==> src/sv/drrip_ram.sv <==
// generic single write port, single read port ram with registered read data
// no dependencies
module drrip_ram #(
  parameter int unsigned WIDTH = 8,
  parameter int unsigned DEPTH = 64,
  localparam int unsigned AW = (DEPTH > 1) ? $clog2(DEPTH) : 1
) (
  input  logic             clk_i,
  input  logic             we_i,
  input  logic [AW-1:0]    waddr_i,
  input  logic [WIDTH-1:0] wdata_i,
  input  logic [AW-1:0]    raddr_i,
  output logic [WIDTH-1:0] rdata_o
);

  logic [WIDTH-1:0] mem_q [DEPTH];
  logic [WIDTH-1:0] rdata_q;

  always_ff @(posedge clk_i) begin
    if (we_i) begin
      mem_q[waddr_i] <= wdata_i;
    end
    rdata_q <= mem_q[raddr_i];
  end

  assign rdata_o = rdata_q;

endmodule

==> config.mk <==
export PLATFORM = sky130hd
export DESIGN_NAME = drrip_ram
export DESIGN_NICKNAME = d
export VERILOG_FILES = /design/src/sv/drrip_ram.sv
export SDC_FILE = /design/constraint.sdc
export NUM_CORES = 1
export LEC_CHECK = 0
export CELL_PAD_IN_SITES_DETAIL_PLACEMENT = 0
export CELL_PAD_IN_SITES_GLOBAL_PLACEMENT = 1
export CORE_MARGIN = 5
export CORE_UTILIZATION = 40
export DETAILED_ROUTE_END_ITERATION = 8
export DONT_BUFFER_PORTS = 1
export PLACE_DENSITY_LB_ADDON = 0.08
export SLEW_MARGIN = 40
export SYNTH_ARGS = -nofsm -noshare
export SYNTH_HDL_FRONTEND = slang
export SYNTH_SLANG_ARGS = --single-unit
==> constraint.sdc <==
create_clock -name clk_i -period 2.1 [get_ports clk_i]
set_clock_uncertainty 0.05 [all_clocks]
set_input_delay 0 -clock clk_i [delete_from_list [all_inputs] [get_ports clk_i]]
set_output_delay 0 -clock clk_i [all_outputs]
set_load 0.01 [all_outputs]
[Yosys cells after proc, flatten, opt, wreduce, memory -nomap -nowiden]
Memories as Yosys holds them, arrays and structs flattened. A register that Yosys moved wholly into a read port is not among the register bits.
Cells that the tools add are included.
Cells by class
  muxes and demuxes: 2
Operators with widths (count)
  1-bit 2-to-1 mux: 2
Word-level totals
  RAM bits: 512
  logic and storage cells: 3
  input bits: 22
  memories: 1
  register bits after elaboration: 0
Memory list
  mem_q: words 64, width 8, rd ports 1, clocked after memory_dff 1, write ports 1, line 16  | logic [WIDTH-1:0] mem_q [DEPTH];

[Depth between registers and ports, before layout]
  depth in word-level cells: 2
  mapped depth: 9
  depth with buffers taken out: 5

[Worst setup path before layout]
OpenSTA, ideal clock, no wires.
  path kind: register to register
  start point: mem mem_q[29][4]
  end point: reg rdata_q[4], in the netlist rdata_o[4], read port of mem_q
  cell stages (with the launch flop): 6
  slack: 0.358 ns
  buffers on the path: 0
  data required time: 1.918 ns
  data arrival time: 1.560 ns
  cell sequence: edfxtp_1 mux4_2 mux2_2 o221a_2 nor3_1 o32ai_1
RTL lines
  start, declared: line 16
  end, declared: line 17  | logic [WIDTH-1:0] rdata_q;

==> results_dict.tcl <==
set metrics [dict create \
    end_kind "register" \
    worst_hold_startpoint "waddr_i[2]" \
    cts_buffers 53 \
    post-route-min-period_ns 2.079 \
    p_per_area_mw_per_mm2 911.7 \
    rrSetupSlack_ns 0.02 \
    tightestPinTransition_ns 0.7586 \
    synth_seq_cells 520 \
    wl_per_cell_um 28.16 \
    chipHeight_um 234.5 \
    reg2reg_from "mem_q[55][7]$_DFFE_PP_" \
    drc 0 \
    min_to "mem_q[63][7]$_DFFE_PP_" \
    finalMaxSlewViolations 0 \
    fin_ws_ns 0.02117 \
    ys_warn_count 0 \
    drtAntennaViolNets 0 \
    cp_data_required_time_ns 2.47 \
    critical_path_class "reg -> reg" \
    gp_congestion 0.7520 \
    hold_viol_final 0 \
    insertion_delay_ns 0.59 \
    place_area_mm2 0.02131 \
    synth_edf_count 512 \
    grt_pass1_vias 10141 \
    syn_area_mm2 0.02017 \
    syn_nets 962 \
    final_util_pct 47.19 \
    portBuffers 0 \
    fmax_ghz 0.4810 \
    syn_inst 940 \
    clkTransAtPathRegs_ns 0.06 \
    std_cell_rows 82 \
    crit_path_start_kind "register" \
    cts-root-buf "clkbuf_16" \
    drt-pass1-iter-count 5 \
    timing.rr.end "rdata_o[7]$_DFF_P_" \
    synth-seq-area-share_pct 77.03 \
    synth_ff_type "edfxtp_1" \
    rsz0062_at_grt "no" \
    reg2reg_depth 4 \
    multiInputGateArea_mm2 0.004350 \
    cts_max_level 2 \
    whs_ns 0.01294 \
    n_fill_cell 4131 \
    pre_cts_slack_ns -0.1517 \
    final_cell_area_mm2 0.02358 \
    run_status "completed" \
    hold_depth 2 \
    slew_headroom_pct 49.26 \
    fin_crit_sh_pct 98.99 \
    coreArea_mm2 0.04997 \
    gr-total-overflow 0 \
    routed_wirelength_um 50080 \
    total_power_uw 21500 \
    vias_per_cell 5.526 \
    dieArea_mm2 0.05501 \
    cts_tree "built" \
    grt_usage_pct 18.61 \
    fp.dieW_um 234.5 \
    start_util_pct 40.36 \
    antenna_found_initial 2 \
    ys_types 40 \
    io_pins 30 \
    seqCellArea_mm2 0.01553 \
    grt_max_degree 136 \
    dp_hpwl_um 28060 \
    p_leak_uw 0.007453 \
    syn_to_final_growth_pct 16.91 \
    clockBufferDepth 3 \
    ys_async_sr_fraction_pct 0 \
    via_count 9826 \
    drt_first_iter_violations 844 \
    drive_gt1_share_pct 28.62 \
    hold_path.class "in -> reg" \
    grt_pass1_wl_um 72910 \
    critical_path.max_fanout 1 \
    maxCapViolCount 0 \
    finalSetupViolCount 0 \
    avgSynthCellArea_um2 21.45 \
    nets 1087 \
    clock_sinks 520 \
    crit_arrival_ns 2.45 \
    irDropWorstVdd_mv 0.5313 \
]
## repair_timing
item,in CTS,in global routing
hold buffers,39,0
setup buffers,0,0
gates resized for setup,5,3
endpoints found under the setup margin,4,10
pin swaps,0,0
endpoints found under the hold margin,732,0
## layout by cell type (no fill, tap or decap), types with 3 or more instances in the layout
master         count
o22ai_1            8
buf_16             9
clkbuf_1          10
o2bb2ai_1          3
dlygate4sd3_1     26
o2111ai_1          3
buf_12             3
nor2_1            81
clkbuf_16         53
mux2_2            13
nor2b_1           14
o221ai_1           8
a22oi_1            3
buf_4             82
nor3_1             5
nand2b_1           7
mux4_2           126
nand3_1           13
mux2i_1           23
a21oi_1            3
nand3b_1           3
dfxtp_1            8
clkinv_4           5
clkinv_1           8
a221oi_1           5
a211oi_1           4
edfxtp_1         512
clkinvlp_4         3
bufinv_16          3
clkbuf_8           4
clkinv_2           7
nand2_1           19
## metrics by stage
step	TNS (ns)	instances
2_1_floorplan	0	940
3_3_place_gp	-0.2329	1643
3_5_place_dp	-0.2598	1643
4_1_cts	0	1776
5_1_grt	0	1777
6_report	0	1778
## power by group
| group | switching [µW] | internal, µW | total [µW] |
|---|---|---|---|
| sequential | 51.9 | 11500 | 11500 |
| clock | 3830 | 5140 | 8960 |
| combinational | 541 | 452 | 993 |
## registers in the layout, summed over array words and instances, names as in the netlist
name and flops:
rdata_o 8, mem_q 512
## cell usage after synthesis (8+ instances only)
library cell | number | share of area [%]
o22ai_1 | 8 | 0.25
edfxtp_1 | 512 | 76
nand2_1 | 19 | 0.35
clkbuf_1 | 17 | 0.32
nor2_1 | 83 | 1.5
nand3_1 | 13 | 0.32
buf_2 | 11 | 0.27
nor2b_1 | 14 | 0.43
mux4_2 | 126 | 14
o221ai_1 | 8 | 0.35
buf_4 | 13 | 0.48
dfxtp_1 | 8 | 0.79
mux2i_1 | 23 | 1.1
mux2_2 | 13 | 0.73
## critical path: stages (launching register included)
cell      delay, ns
edfxtp_1       0.36
mux4_2         0.50
mux4_2         0.52
o21ai_0        0.29
nand2_1        0.19
## area by class of cell
type	instances	area share, %
Timing Repair Buffer	121	5.074
Clock inverter	27	0.9765
Clock buffer	67	6.018
Sequential cell	520	65.89
Tap cell	672	3.566
Antenna cell	2	0.02123
Multi-Input combinational cell	369	18.45
## worst max-delay path by stage
stage                           start            endpoint  depth (start not counted)
6_report       mem_q[55][7]$_DFFE_PP_  rdata_o[7]$_DFF_P_                          4
5_1_grt        mem_q[55][7]$_DFFE_PP_  rdata_o[7]$_DFF_P_                          4
4_1_cts        mem_q[29][4]$_DFFE_PP_  rdata_o[4]$_DFF_P_                          5
3_5_place_dp   mem_q[29][6]$_DFFE_PP_  rdata_o[6]$_DFF_P_                          5
3_3_place_gp   mem_q[29][6]$_DFFE_PP_  rdata_o[6]$_DFF_P_                          5
2_1_floorplan  mem_q[29][4]$_DFFE_PP_  rdata_o[4]$_DFF_P_                          5
## metal layers
layer	global-route usage (%)	vias to the layer above	share of wire, %
met4	5.255	0	2.7
met3	4.089	81	5.8
met2	30.55	297	49
li1	-	4190	-
met1	25.41	5258	42
met5	0	-	0
## cell families (layout without fill, tap and decap cells)
family,Yosys count,in the layout,synth area share (%)
multiplexers,162,162,15.94
AO/OA/AOI/OAI,54,54,2.072
AND/OR/NAND/NOR,153,153,3.387
other,0,2,0
flip-flops,520,520,77.03
buffers and inverters,51,215,1.570
No activity file was read; power rests on OpenSTA's default activity.
